[src/rtl/erpm_pkg.sv]
// ----------------------------------------------------------------------------
// erpm_pkg
// Shared types and constants for the event rate peak meter.
// ----------------------------------------------------------------------------
package erpm_pkg;

    // item kinds carried on s_tuser
    typedef enum logic [2:0] {
        KIND_EVENT      = 3'd0,
        KIND_SLICE_TICK = 3'd1,
        KIND_SECOND     = 3'd2,
        KIND_RST_CUR    = 3'd3,
        KIND_RST_SES    = 3'd4,
        KIND_RST_LIFE   = 3'd5
    } kind_t;

    // configuration register indexes
    typedef enum logic [0:0] {
        REG_LEAK_RATE    = 1'b0,
        REG_BUCKET_LIMIT = 1'b1
    } cfg_reg_t;

    typedef enum logic [2:0] {
        ST_IDLE,
        ST_WIN,
        ST_WIN_WAIT,
        ST_MWRITE,
        ST_SCAN,
        ST_SCAN_WAIT
    } state_t;

    localparam int          CNT_W          = 16;
    localparam int          TOT_W          = 32;
    localparam int          SLOT_W         = 6;
    localparam int          KIND_W         = 3;
    localparam int          S_TDATA_W      = 8;
    localparam int          M_TDATA_W      = 208;
    localparam logic [15:0] BUCKET_LIM_RST = 16'd5120;
    localparam logic [15:0] CNT_MAX        = 16'hFFFF;
    localparam logic [31:0] TOT_MAX        = 32'hFFFF_FFFF;

endpackage

[src/rtl/event_rate_peak_meter.sv]
// ----------------------------------------------------------------------------
// event_rate_peak_meter
// Event counter with a ring of sub-second slices, sliding one-second peak
// search, per-second minute store, saturating totals and a leaky bucket.
// ----------------------------------------------------------------------------
//  channel  ports                      payload
//  input    s_tvalid/s_tready          s_tuser: kind; s_tdata: second_index
//  result   m_tvalid/m_tready          m_tdata: all counters and peaks
//  config   cfg_we/cfg_addr/cfg_wdata  0 leak_rate, 1 bucket_limit
//
//  events, slice ticks, resets and unused kinds are handled in the idle state; a new
//  request is taken every cycle while the result register drains
//  a second tick searches the span, stores the peak in its minute slot and scans
//  the store: one ring read per slice of the span, then one minute store read per slot
//  aresetn clears all counters, peaks and both stores (through valid bits) and resets
//  the configuration to leak_rate 0, bucket_limit 5120; no clearing pass is needed
//  input stalls while a second tick runs or the result register is held
// ----------------------------------------------------------------------------
module event_rate_peak_meter #(
    parameter int SLICES_PER_SECOND = 8,
    parameter int RING_SLICES       = 16,
    parameter int MINUTE_SLOTS      = 60
) (
    input  logic                             aclk,
    input  logic                             aresetn,
    input  logic                             s_tvalid,
    output logic                             s_tready,
    // [5:0] second_index, [7:6] zero
    input  logic [erpm_pkg::S_TDATA_W-1:0]   s_tdata,
    // [2:0] kind
    input  logic [erpm_pkg::KIND_W-1:0]      s_tuser,
    output logic                             m_tvalid,
    input  logic                             m_tready,
    // [15:0] slice_count, [47:16] current_total, [63:48] current_peak,
    // [79:64] minute_peak, [111:80] session_total, [127:112] session_peak,
    // [159:128] lifetime_total, [175:160] lifetime_peak,
    // [191:176] window_peak, [207:192] bucket_level
    output logic [erpm_pkg::M_TDATA_W-1:0]   m_tdata,
    input  logic                             cfg_we,
    input  logic [0:0]                       cfg_addr,
    input  logic [15:0]                      cfg_wdata
);

    localparam int SP   = (2 * SLICES_PER_SECOND - 1 > RING_SLICES) ?
                          RING_SLICES : 2 * SLICES_PER_SECOND - 1;
    localparam int W    = (SLICES_PER_SECOND > SP) ? SP : SLICES_PER_SECOND;
    localparam int RW   = $clog2(RING_SLICES);
    localparam int RAW  = RW + 1;
    localparam int JW   = $clog2(SP + 1);
    localparam int MW   = (MINUTE_SLOTS > 1) ? $clog2(MINUTE_SLOTS) : 1;
    localparam int SUMW = 17 + $clog2(W);
    localparam int SLOT_W_L = erpm_pkg::SLOT_W;

    // ---------------- registers ----------------
    erpm_pkg::state_t  state_reg, state_next;
    logic              m_tvalid_reg, m_tvalid_next;
    logic [15:0]       leak_reg, leak_next;
    logic [15:0]       limit_reg, limit_next;
    logic [15:0]       open_reg, open_next;
    logic [RW-1:0]     ptr_reg, ptr_next;
    logic [31:0]       tot_cur_reg, tot_cur_next;
    logic [31:0]       tot_ses_reg, tot_ses_next;
    logic [31:0]       tot_life_reg, tot_life_next;
    logic [15:0]       pk_cur_reg, pk_cur_next;
    logic [15:0]       pk_ses_reg, pk_ses_next;
    logic [15:0]       pk_life_reg, pk_life_next;
    logic [15:0]       pk_min_reg, pk_min_next;
    logic [15:0]       win_pk_reg, win_pk_next;
    logic [15:0]       bucket_reg, bucket_next;
    logic [RING_SLICES-1:0]  ring_vld_reg, ring_vld_next;
    logic [MINUTE_SLOTS-1:0] min_vld_reg, min_vld_next;
    logic              rd_vld_reg, rd_vld_next;
    logic              rd_old_reg, rd_old_next;
    logic              rd_eval_reg, rd_eval_next;
    logic              mrd_vld_reg, mrd_vld_next;
    // payload, no reset
    logic [SLOT_W_L-1:0] slot_reg, slot_next;
    logic [JW-1:0]     j_reg, j_next;
    logic [RW-1:0]     a_new_reg, a_new_next;
    logic [RW-1:0]     a_old_reg, a_old_next;
    logic [SUMW-1:0]   sum_reg, sum_next;
    logic [SUMW-1:0]   best_reg, best_next;
    logic [MW-1:0]     k_reg, k_next;

    // ---------------- memories ----------------
    logic [15:0] ring_mem [RING_SLICES];
    logic [15:0] min_mem  [MINUTE_SLOTS];
    logic [15:0] ring_new_q, ring_old_q, min_q;
    logic        ring_new_v, ring_old_v, min_v;
    logic        ring_we, min_we;
    logic [15:0] min_wdata;

    always_ff @(posedge aclk) begin
        if (ring_we) begin
            ring_mem[ptr_reg] <= open_reg;
        end
        ring_new_q <= ring_mem[a_new_reg];
        ring_old_q <= ring_mem[a_old_reg];
        ring_new_v <= ring_vld_reg[a_new_reg];
        ring_old_v <= ring_vld_reg[a_old_reg];
    end

    always_ff @(posedge aclk) begin
        if (min_we) begin
            min_mem[slot_reg[MW-1:0]] <= min_wdata;
        end
        min_q <= min_mem[k_reg];
        min_v <= min_vld_reg[k_reg];
    end

    // ---------------- combinational helpers ----------------
    erpm_pkg::kind_t  kind;
    logic             in_acc;
    logic signed [25:0] lvl;
    logic [RAW-1:0]   start_raw, old_raw;
    logic [RW-1:0]    start_addr, old_addr;
    logic [SUMW-1:0]  acc;
    logic [15:0]      best_sat;
    logic [15:0]      min_val;

    assign kind = erpm_pkg::kind_t'(s_tuser);
    assign lvl  = $signed({10'd0, bucket_reg}) + $signed({2'd0, open_reg, 8'd0})
                - $signed({10'd0, leak_reg});

    // oldest slice of the span, and the slice one window before it
    always_comb begin
        start_raw  = {1'b0, ptr_reg} + RAW'(RING_SLICES - SP);
        start_addr = (start_raw >= RAW'(RING_SLICES)) ?
                     RW'(start_raw - RAW'(RING_SLICES)) : RW'(start_raw);
        old_raw    = {1'b0, start_addr} + RAW'(RING_SLICES - W);
        old_addr   = (old_raw >= RAW'(RING_SLICES)) ?
                     RW'(old_raw - RAW'(RING_SLICES)) : RW'(old_raw);
    end

    assign acc      = sum_reg + SUMW'(ring_new_v ? ring_new_q : 16'd0)
                    - SUMW'((rd_old_reg && ring_old_v) ? ring_old_q : 16'd0);
    assign best_sat = (best_reg > SUMW'(erpm_pkg::CNT_MAX)) ?
                      erpm_pkg::CNT_MAX : best_reg[15:0];
    assign min_val  = min_v ? min_q : 16'd0;

    assign s_tready = (state_reg == erpm_pkg::ST_IDLE) && (!m_tvalid_reg || m_tready);
    assign in_acc   = s_tvalid && s_tready;
    assign m_tvalid = m_tvalid_reg;
    assign m_tdata  = {bucket_reg, win_pk_reg, pk_life_reg, tot_life_reg, pk_ses_reg,
                       tot_ses_reg, pk_min_reg, pk_cur_reg, tot_cur_reg, open_reg};

    // ---------------- next state ----------------
    always_comb begin
        state_next    = state_reg;
        m_tvalid_next = m_tvalid_reg && !m_tready;
        leak_next     = leak_reg;
        limit_next    = limit_reg;
        open_next     = open_reg;
        ptr_next      = ptr_reg;
        tot_cur_next  = tot_cur_reg;
        tot_ses_next  = tot_ses_reg;
        tot_life_next = tot_life_reg;
        pk_cur_next   = pk_cur_reg;
        pk_ses_next   = pk_ses_reg;
        pk_life_next  = pk_life_reg;
        pk_min_next   = pk_min_reg;
        win_pk_next   = win_pk_reg;
        bucket_next   = bucket_reg;
        ring_vld_next = ring_vld_reg;
        min_vld_next  = min_vld_reg;
        rd_vld_next   = 1'b0;
        rd_old_next   = 1'b0;
        rd_eval_next  = 1'b0;
        mrd_vld_next  = 1'b0;
        slot_next     = slot_reg;
        j_next        = j_reg;
        a_new_next    = a_new_reg;
        a_old_next    = a_old_reg;
        sum_next      = sum_reg;
        best_next     = best_reg;
        k_next        = k_reg;
        ring_we       = 1'b0;
        min_we        = 1'b0;
        min_wdata     = best_sat;

        if (cfg_we) begin
            case (erpm_pkg::cfg_reg_t'(cfg_addr))
                erpm_pkg::REG_LEAK_RATE:    leak_next  = cfg_wdata;
                erpm_pkg::REG_BUCKET_LIMIT: limit_next = cfg_wdata;
                default: ;
            endcase
        end

        case (state_reg)
            erpm_pkg::ST_IDLE: begin
                if (in_acc) begin
                    m_tvalid_next = 1'b1;
                    case (kind)
                        erpm_pkg::KIND_EVENT: begin
                            if (open_reg != erpm_pkg::CNT_MAX) open_next = open_reg + 16'd1;
                            if (tot_cur_reg != erpm_pkg::TOT_MAX)
                                tot_cur_next = tot_cur_reg + 32'd1;
                            if (tot_ses_reg != erpm_pkg::TOT_MAX)
                                tot_ses_next = tot_ses_reg + 32'd1;
                            if (tot_life_reg != erpm_pkg::TOT_MAX)
                                tot_life_next = tot_life_reg + 32'd1;
                        end
                        erpm_pkg::KIND_SLICE_TICK: begin
                            if (leak_reg != 16'd0) begin
                                if (lvl[25]) begin
                                    bucket_next = 16'd0;
                                end else if (lvl[24:0] > {9'd0, limit_reg}) begin
                                    bucket_next = limit_reg;
                                end else begin
                                    bucket_next = lvl[15:0];
                                end
                            end
                            ring_we                = 1'b1;
                            ring_vld_next[ptr_reg] = 1'b1;
                            ptr_next  = (ptr_reg == RW'(RING_SLICES - 1)) ? '0 : ptr_reg + 1'b1;
                            open_next = 16'd0;
                        end
                        erpm_pkg::KIND_SECOND: begin
                            m_tvalid_next = 1'b0;
                            slot_next     = s_tdata[SLOT_W_L-1:0];
                            j_next        = '0;
                            a_new_next    = start_addr;
                            a_old_next    = old_addr;
                            sum_next      = '0;
                            best_next     = '0;
                            state_next    = erpm_pkg::ST_WIN;
                        end
                        erpm_pkg::KIND_RST_CUR: begin
                            open_next     = 16'd0;
                            tot_cur_next  = 32'd0;
                            pk_cur_next   = 16'd0;
                            pk_min_next   = 16'd0;
                            ring_vld_next = '0;
                            min_vld_next  = '0;
                            ptr_next      = '0;
                        end
                        erpm_pkg::KIND_RST_SES: begin
                            tot_ses_next = 32'd0;
                            pk_ses_next  = 16'd0;
                        end
                        erpm_pkg::KIND_RST_LIFE: begin
                            tot_life_next = 32'd0;
                        end
                        default: ;
                    endcase
                end
            end
            erpm_pkg::ST_WIN: begin
                rd_vld_next  = 1'b1;
                rd_old_next  = (j_reg >= JW'(W));
                rd_eval_next = (j_reg >= JW'(W - 1));
                a_new_next   = (a_new_reg == RW'(RING_SLICES - 1)) ? '0 : a_new_reg + 1'b1;
                a_old_next   = (a_old_reg == RW'(RING_SLICES - 1)) ? '0 : a_old_reg + 1'b1;
                j_next       = j_reg + 1'b1;
                if (j_reg == JW'(SP - 1)) state_next = erpm_pkg::ST_WIN_WAIT;
            end
            erpm_pkg::ST_WIN_WAIT: begin
                state_next = erpm_pkg::ST_MWRITE;
            end
            erpm_pkg::ST_MWRITE: begin
                if ({1'b0, slot_reg} < 7'(MINUTE_SLOTS)) begin
                    min_we                           = 1'b1;
                    min_vld_next[slot_reg[MW-1:0]] = 1'b1;
                end
                win_pk_next = best_sat;
                if (pk_cur_reg < best_sat)  pk_cur_next  = best_sat;
                if (pk_ses_reg < best_sat)  pk_ses_next  = best_sat;
                if (pk_life_reg < best_sat) pk_life_next = best_sat;
                pk_min_next = 16'd0;
                k_next      = '0;
                state_next  = erpm_pkg::ST_SCAN;
            end
            erpm_pkg::ST_SCAN: begin
                mrd_vld_next = 1'b1;
                k_next       = k_reg + 1'b1;
                if (k_reg == MW'(MINUTE_SLOTS - 1)) state_next = erpm_pkg::ST_SCAN_WAIT;
            end
            erpm_pkg::ST_SCAN_WAIT: begin
                m_tvalid_next = 1'b1;
                state_next    = erpm_pkg::ST_IDLE;
            end
            default: begin
                state_next = erpm_pkg::ST_IDLE;
            end
        endcase

        // sliding window sum, one slice in per cycle and one out once the window is full
        if (rd_vld_reg) begin
            sum_next = acc;
            if (rd_eval_reg && acc > best_reg) best_next = acc;
        end
        // minute-wide maximum over the store
        if (mrd_vld_reg && min_val > pk_min_reg) pk_min_next = min_val;
    end

    // ---------------- registers ----------------
    always_ff @(posedge aclk) begin
        if (!aresetn) begin
            state_reg    <= erpm_pkg::ST_IDLE;
            m_tvalid_reg <= 1'b0;
            leak_reg     <= 16'd0;
            limit_reg    <= erpm_pkg::BUCKET_LIM_RST;
            open_reg     <= 16'd0;
            ptr_reg      <= '0;
            tot_cur_reg  <= 32'd0;
            tot_ses_reg  <= 32'd0;
            tot_life_reg <= 32'd0;
            pk_cur_reg   <= 16'd0;
            pk_ses_reg   <= 16'd0;
            pk_life_reg  <= 16'd0;
            pk_min_reg   <= 16'd0;
            win_pk_reg   <= 16'd0;
            bucket_reg   <= 16'd0;
            ring_vld_reg <= '0;
            min_vld_reg  <= '0;
            rd_vld_reg   <= 1'b0;
            rd_old_reg   <= 1'b0;
            rd_eval_reg  <= 1'b0;
            mrd_vld_reg  <= 1'b0;
        end else begin
            state_reg    <= state_next;
            m_tvalid_reg <= m_tvalid_next;
            leak_reg     <= leak_next;
            limit_reg    <= limit_next;
            open_reg     <= open_next;
            ptr_reg      <= ptr_next;
            tot_cur_reg  <= tot_cur_next;
            tot_ses_reg  <= tot_ses_next;
            tot_life_reg <= tot_life_next;
            pk_cur_reg   <= pk_cur_next;
            pk_ses_reg   <= pk_ses_next;
            pk_life_reg  <= pk_life_next;
            pk_min_reg   <= pk_min_next;
            win_pk_reg   <= win_pk_next;
            bucket_reg   <= bucket_next;
            ring_vld_reg <= ring_vld_next;
            min_vld_reg  <= min_vld_next;
            rd_vld_reg   <= rd_vld_next;
            rd_old_reg   <= rd_old_next;
            rd_eval_reg  <= rd_eval_next;
            mrd_vld_reg  <= mrd_vld_next;
        end
    end

    always_ff @(posedge aclk) begin
        slot_reg  <= slot_next;
        j_reg     <= j_next;
        a_new_reg <= a_new_next;
        a_old_reg <= a_old_next;
        sum_reg   <= sum_next;
        best_reg  <= best_next;
        k_reg     <= k_next;
    end

`ifndef SYNTHESIS
    a_busy_no_ready: assert property (@(posedge aclk) disable iff (!aresetn)
        state_reg != erpm_pkg::ST_IDLE |-> !s_tready)
        else $error("input taken while a second tick runs");

    a_second_starts: assert property (@(posedge aclk) disable iff (!aresetn)
        in_acc && kind == erpm_pkg::KIND_SECOND |=> state_reg == erpm_pkg::ST_WIN && !m_tvalid)
        else $error("second tick did not start the window search");

    a_rd_after_win: assert property (@(posedge aclk) disable iff (!aresetn)
        rd_vld_reg |-> $past(state_reg == erpm_pkg::ST_WIN))
        else $error("ring read data without an issued read");

    a_scan_result: assert property (@(posedge aclk) disable iff (!aresetn)
        state_reg == erpm_pkg::ST_SCAN_WAIT |=> m_tvalid && state_reg == erpm_pkg::ST_IDLE)
        else $error("second tick result not presented after the scan");

    a_ptr_range: assert property (@(posedge aclk) disable iff (!aresetn)
        ptr_reg <= RW'(RING_SLICES - 1))
        else $error("ring pointer out of range");
`endif

endmodule
[config.mk]
export PLATFORM = sky130hd
export DESIGN_NAME = event_rate_peak_meter
export DESIGN_NICKNAME = d
export VERILOG_FILES = /design/src/rtl/erpm_pkg.sv /design/src/rtl/event_rate_peak_meter.sv
export SDC_FILE = /design/constraint.sdc
export NUM_CORES = 2
export LEC_CHECK = 0
export ABC_AREA = 1
export CAP_MARGIN = 20
export CORE_MARGIN = 8
export CORE_UTILIZATION = 30
export CTS_CLUSTER_DIAMETER = 60
export CTS_CLUSTER_SIZE = 10
export DETAILED_ROUTE_END_ITERATION = 12
export DONT_BUFFER_PORTS = 1
export SLEW_MARGIN = 20
export SYNTH_ARGS = -nofsm -noshare
export SYNTH_HDL_FRONTEND = slang
export SYNTH_SLANG_ARGS = --single-unit
[constraint.sdc]
create_clock -name aclk -period 10.7 [get_ports aclk]
set_input_delay 0.535 -clock aclk [delete_from_list [all_inputs] [get_ports aclk]]
set_output_delay 0.535 -clock aclk [all_outputs]
set_load 0.02 [all_outputs]
# ---- Yosys cells after proc, flatten, opt, wreduce, memory -nomap -nowiden
# Memories as Yosys holds them, arrays and structs flattened. A register that Yosys moved wholly into a read port is not among the register bits.
# Index checks and enable logic that the tools add are counted.
dict set report word_totals {
  mem_bits_rw 1216
  word_cells 234
  in_bits 33
  mem_count 2
  out_inout_bits 210
  register_bits 395
}
# memory depth width read_ports rd_ports_with_merged_regs write_ports line_no
set memory_table {}
lappend memory_table {min_mem 60 16 1 1 1 event_rate_peak_meter.sv:87} ;# logic [15:0] min_mem [MINUTE_SLOTS];
lappend memory_table {ring_mem 16 16 2 2 1 event_rate_peak_meter.sv:86} ;# logic [15:0] ring_mem [RING_SLICES];
dict set report op_classes {
  n_lt_le_gt_ge 19
  n_addsub 17
  bitwise_logic 3
  eq_ne 34
  n_mux 83
  reduce_logical 45
}
# cell count
set ops {}
lappend ops {{16-bit two-way mux} 14}
lappend ops {{32-bit one-hot mux with 2 select lines} 3}
lappend ops {{20-bit two-way mux} 9}
lappend ops {{60-bit two-way mux} 3}
lappend ops {{16-bit one-hot mux with 2 select lines} 5}
lappend ops {{60-bit one-hot mux with 2 select lines} 1}
lappend ops {{32-bit by 1-bit adder with 32-bit output, second input constant} 3}
lappend ops {{32-bit two-way mux} 3}
lappend ops {{32-bit inequality test, second input constant} 3}
lappend ops {{60-bit bitwise OR} 1}
lappend ops {{16-bit less-than comparator} 3}
lappend ops {{4-bit two-way mux} 11}
lappend ops {{4-bit AND reduction} 9}
lappend ops {{4-bit one-hot mux with 2 select lines} 4}
lappend ops {{25-bit by 16-bit subtractor with 26-bit output} 1}
lappend ops {{16-bit by 24-bit adder with 25-bit output} 1}
lappend ops {{25-bit by 16-bit greater-than comparator with 1-bit output} 1}
lappend ops {{2-bit nonzero test} 11}
lappend ops {{20-bit by 16-bit adder with 20-bit output} 1}
lappend ops {{20-bit by 16-bit greater-than comparator with 1-bit output, second input constant} 1}
lappend ops {{20-bit greater-than comparator} 1}
lappend ops {{2-bit inequality test, second input constant} 10}
lappend ops {{20-bit by 16-bit subtractor with 20-bit output} 1}
lappend ops {{1-bit two-way mux} 18}
lappend ops {{other kinds (43)} 83}

# ---- Longest topological paths before layout
dict set report logic_depth {
  depth_word 9
  depth_mapped 29
  mapped_depth_nobuf 27
}

# ---- Worst setup path after synthesis
# No wires, ideal clock.
dict set report synth_timing {
  path_type {register to register}
  start {register ring_new_v}
  end {register best_reg[13]}
  setup_ns 0.113
  stages_incl_launch_ff 27
  path_buffers 3
  arrival_time_ns 4.325
  required_time_ns 10.587
  synth_period_minus_slack_ns 4.438
  setup_slack_ns 6.262
  cell_sequence {dfxtp_1 clkbuf_1 clkbuf_1 nand2_1 fa_1 inv_1 ha_1 inv_1 nor3_1 a21oi_1 o21ai_0 nand3_1 nand2_1 nand2_1 nand3b_1 xor2_1 inv_1 ha_1 nand4_1 nor2_1 nor4b_1 a31oi_1 nand2_1 clkbuf_1 inv_1 nand2_1 nand2_1}
}
dict set report synth_via {
  elab_chain_cells 7
}
# element line_no
set synth_rtl {}
lappend synth_rtl {{start: declaration} event_rate_peak_meter.sv:89} ;# logic ring_new_v, ring_old_v, min_v;
lappend synth_rtl {{start signal: assignment} event_rate_peak_meter.sv:99} ;# ring_new_v <= ring_vld_reg[a_new_reg];
lappend synth_rtl {{16-bit two-way mux} event_rate_peak_meter.sv:135} ;# assign acc = sum_reg + SUMW'(ring_new_v ? ring_new_q : 16'd0)
lappend synth_rtl {{20-bit by 16-bit adder with 20-bit output} event_rate_peak_meter.sv:135}
lappend synth_rtl {{20-bit by 16-bit subtractor with 20-bit output} event_rate_peak_meter.sv:136} ;# - SUMW'((rd_old_reg && ring_old_v) ? ring_old_q : 16'd0);
lappend synth_rtl {{named net acc[18]} event_rate_peak_meter.sv:117} ;# logic [SUMW-1:0] acc;
lappend synth_rtl {{20-bit greater-than comparator} event_rate_peak_meter.sv:290} ;# if (rd_eval_reg && acc > best_reg) best_next = acc;
lappend synth_rtl {{1-bit logical AND} event_rate_peak_meter.sv:290}
lappend synth_rtl {{20-bit two-way mux} event_rate_peak_meter.sv:290}
lappend synth_rtl {{20-bit two-way mux} event_rate_peak_meter.sv:288} ;# if (rd_vld_reg) begin
lappend synth_rtl {{named net best_next[13]} event_rate_peak_meter.sv:82} ;# logic [SUMW-1:0] best_reg, best_next;
lappend synth_rtl {{end signal: assignment} event_rate_peak_meter.sv:351} ;# best_reg <= best_next;
lappend synth_rtl {{end: declaration} event_rate_peak_meter.sv:82}
# The timed path passes the listed nets, and every way through them passes these cells.
# A chain may end at the register's enable or synchronous reset.

# ---- Worst setup path in the final report
dict set report layout_timing {
  start {register open_reg[5]}
  end {register bucket_reg[8]}
}
dict set report layout_via {
  elab_chain_cells 5
}
# element line_no
set layout_rtl {}
lappend layout_rtl {{start: declaration} event_rate_peak_meter.sv:59} ;# logic [15:0] open_reg, open_next;
lappend layout_rtl {{start signal: assignment} event_rate_peak_meter.sv:325} ;# open_reg <= open_next;
lappend layout_rtl {{16-bit by 24-bit adder with 25-bit output (*)} event_rate_peak_meter.sv:122} ;# assign lvl = $signed({10'd0, bucket_reg}) + $signed({2'd0, open_reg, 8'd0})
lappend layout_rtl {{25-bit by 16-bit subtractor with 26-bit output (*)} event_rate_peak_meter.sv:123} ;# - $signed({10'd0, leak_reg});
lappend layout_rtl {{25-bit by 16-bit greater-than comparator with 1-bit output} event_rate_peak_meter.sv:207} ;# end else if (lvl[24:0] > {9'd0, limit_reg}) begin
lappend layout_rtl {{16-bit two-way mux} event_rate_peak_meter.sv:207}
lappend layout_rtl {{16-bit two-way mux (*)} event_rate_peak_meter.sv:205} ;# if (lvl[25]) begin
lappend layout_rtl {{end signal: assignment} event_rate_peak_meter.sv:335} ;# bucket_reg <= bucket_next;
lappend layout_rtl {{end: declaration} event_rate_peak_meter.sv:69} ;# logic [15:0] bucket_reg, bucket_next;
# Every way passes the cells marked *; elsewhere a longest branch is shown, timed or not.

==> impl_metrics.csv <==
group,metric,value,unit
sta,post-route-worst-setup-slack,5.50,ns
yosys,ys_seq_area_frac,0.614,
critical_path,rrSetupSlack,5.50,ns
cts,cts_tree,"done",
sta,finalSetupTns,0,ns
global_route,antenna_found_initial,20,
global_route,grt-busiest-layer,"met2",
placed_design,post-place-ws,5.13,ns
critical_path,critPathKind,"reg2reg",
yosys,syn_area_per_cell,10.0,sq um
yosys,synth_top_area_frac,0.507,
route,drtAntennaViolNets,0,
floorplanning,initial_utilization,0.301,
sta,period_needed,5.20,ns
cts,clock_sinks,1659,
global_route,grt_first_pass_wirelength,350000,um
global_route,met1_usage,0.226,
critical_path,cp_data_arrival_time,5.91,ns
finish,final_cells,10800,
placed_design,dpl.hpwl,149000,um
yosys,ys.flop_type,"edfxtp_1",
yosys,synth_edf_count,1260,
critical_path,critPathLaunchType,"register",
cts,cts_buffers,189,
yosys,yosys_warnings,0,
sta,finalCritPeriodShare,0.486,
cts,root_buffer,"clkbuf_16",
placed_design,dp.cells,10500,
route,drtPass1Iterations,6,
finish,fin_area,84700,sq um
yosys,synthTopCellsByArea,"edfxtp_1, dfxtp_1, o21ai_0, nand2_1, nor2_1",
sta,slew_viol_final,0,
route,drc,0,
route,wl,239000,um
floorplanning,coreArea,248000,sq um
sta,skew,0.0795,ns
sta,rsz0062_at_grt,"false",
sta,max_clock_freq,192,MHz
yosys,yosysTopAreaCell,"edfxtp_1",
run_status,status,"finished clean",
cts,clock_latency,0.83,ns
sta,slew_headroom,0.288,
yosys,synth_seq_cells,1659,
route,wl_per_cell,22.0,um
power,peakVddDrop,0.166,mV
power,p_per_area,187,nW/um^2
critical_path,crit_buf_inv,4,
global_route,track_usage,0.172,
critical_path,crit_path_end_kind,"register",
global_route,met2_usage,0.271,
cts,path_clk_slew,0.06,ns
cts,ctsLongestPathBuffers,3,
placed_design,port_buffers,0,
yosys,ys_top_cells_by_count,"edfxtp_1, o21ai_0, nand2_1",
yosys,synth_nets,7667,
global_route,grt_start_max_net_pins,201,
floorplanning,die_h,515,um
sta,setup_viol,0,
global_route,grt_pass1_vias,53800,
floorplanning,rows,183,
placed_design,placed_area,78800,sq um
critical_path,critical_path.top_delay_family,"simple AND/OR/NAND/NOR gates",
finish,final_net_count,7617,
yosys,syn_area,74700,sq um
route,viasPerCell,5.21,
finish,area_growth,13.5,%
finish,drive_gt1_frac,0.0757,
route,drt_iter0_markers,6091,
critical_path,crit_top_cell,"inv_1",
critical_path,crit_chain,"inv_1, fa_1, inv_1, ha_1, nand2_1, inv_1, a21oi_1, nand2_1, a21oi_1, xor2_1, inv_1, ha_1, nand3_1, nor4_1, nand4_1, nand2_4, nand3_4, nand2_1, nand3_1, a21oi_1",
global_route,grt_util_met3,0.0384,
cts,post-cts-setup-buffers,0,
finish,fin_util,0.342,
floorplanning,die_area,265000,sq um
floorplanning,die_w,515,um
global_route,overflow,0,
critical_path,max_stage_delay,0.98,ns
critical_path,slowest_stage,"dfxtp_1",
finish,largest_reg_flops,960,
finish,fillers,24600,
route,vias,56500,
job,drv_cap,0,
floorplanning,io_pins,243,
critical_path,crit_required,11.40,ns
yosys,ys_types,55,
sta,worstMarginPinSlew,1.07,ns
cts,htreeDepth,4,
sta,hold_viol,0,
yosys,yosysMostFrequentCell,"edfxtp_1",
placed_design,gp_congestion,0.879,
hold_path,min_path_type,"in2reg",
critical_path,crit_fanout,20,
power,p_leak,29.1,nW
yosys,async_flop_share,0,
yosys,synthCells,7439,
## power breakdown
part           internal [mW]  switching (mW)
sequential              7.63          0.0661
clock                   3.36            2.63
combinational          0.436            1.69
## final cells by class
| type | count | area, sq um | share of cell area |
|---|---|---|---|
| diodes | 2 | 5.00 | 0.0000591 |
| clock buffers | 296 | 5230 | 0.0617 |
| clock inverters | 22 | 412 | 0.00486 |
| inverters | 702 | 2660 | 0.0314 |
| multi-input cells | 4659 | 25000 | 0.295 |
| flip-flops and latches | 1659 | 45800 | 0.541 |
| well taps | 3330 | 4170 | 0.0492 |
| repair buffers | 178 | 1460 | 0.0173 |
## path summary, 6_finish.rpt
kind | start | to | cells after the start
max | open_reg[5]$_SDFFE_PN0P_ | bucket_reg[8]$_SDFFE_PN0P_ | 20
min | s_tuser[1] | ptr_reg[2]$_SDFFE_PN0P_ | 3
max reg2reg | open_reg[5]$_SDFFE_PN0P_ | bucket_reg[8]$_SDFFE_PN0P_ | 20
min reg2reg | min_vld_reg[30]$_SDFFE_PN0P_ | min_vld_reg[30]$_SDFFE_PN0P_ | 2
## stage by stage
step	hold slack (ns)	power [mW]
6_report	0.0729	15.8
5_1_grt	0.0340	16.4
4_1_cts	0.00308	15.9
3_5_place_dp	0.437	9.91
3_3_place_gp	0.433	9.84
2_1_floorplan	0.427	9.01
## worst register-to-register path, cell delays in order, from the launching register on
cell,delay [ns]
dfxtp_1,0.98
inv_1,0.34
fa_1,0.61
inv_1,0.04
ha_1,0.35
nand2_1,0.13
inv_1,0.06
a21oi_1,0.21
nand2_1,0.10
a21oi_1,0.18
xor2_1,0.34
inv_1,0.08
ha_1,0.32
nand3_1,0.09
nor4_1,0.26
nand4_1,0.19
nand2_4,0.24
nand3_4,0.25
nand2_1,0.13
nand3_1,0.07
a21oi_1,0.16
## logic make-up (layout without fill, tap and decap cells)
logic type      Yosys count  count (layout)  synth area share
compound gates         1936            1936             0.144
xor+xnor                 62              62           0.00727
fa+ha+maj               195             195            0.0352
buf+inv                1121            1198            0.0582
flops                  1659            1659             0.614
other cells               0               2                 0
simple gates           2466            2466             0.142
## routing by layer
metal  routed length (um)  vias up
li1                     -    26100
met1                98300    27500
met2               108000     2379
met3                20500      544
met4                12200       12
met5                   59        -
## timing repair
item                                   4_1_cts  5_1_grt
hold buffers                                24        0
resized for setup                            0        0
endpoints found under the hold margin       78        0
## layout by cell type, fill, tap and decap left out, drive strengths merged, types with 19 or more instances in the layout
master,n
o21ai,944
nor4,22
dfxtp,399
nor3,161
clkbuf,296
ha,170
nand2,913
xor2,42
a21oi,556
o22ai,166
nand4,120
nor2,916
edfxtp,1260
dlygate4sd3,23
nand3b,24
nand3,302
clkinv,22
o221ai,99
a31oi,19
o211ai,83
fa,25
buf,155
xnor2,20
o2111ai,32
inv,699
Note: power is estimated with default switching activity, not from simulation.
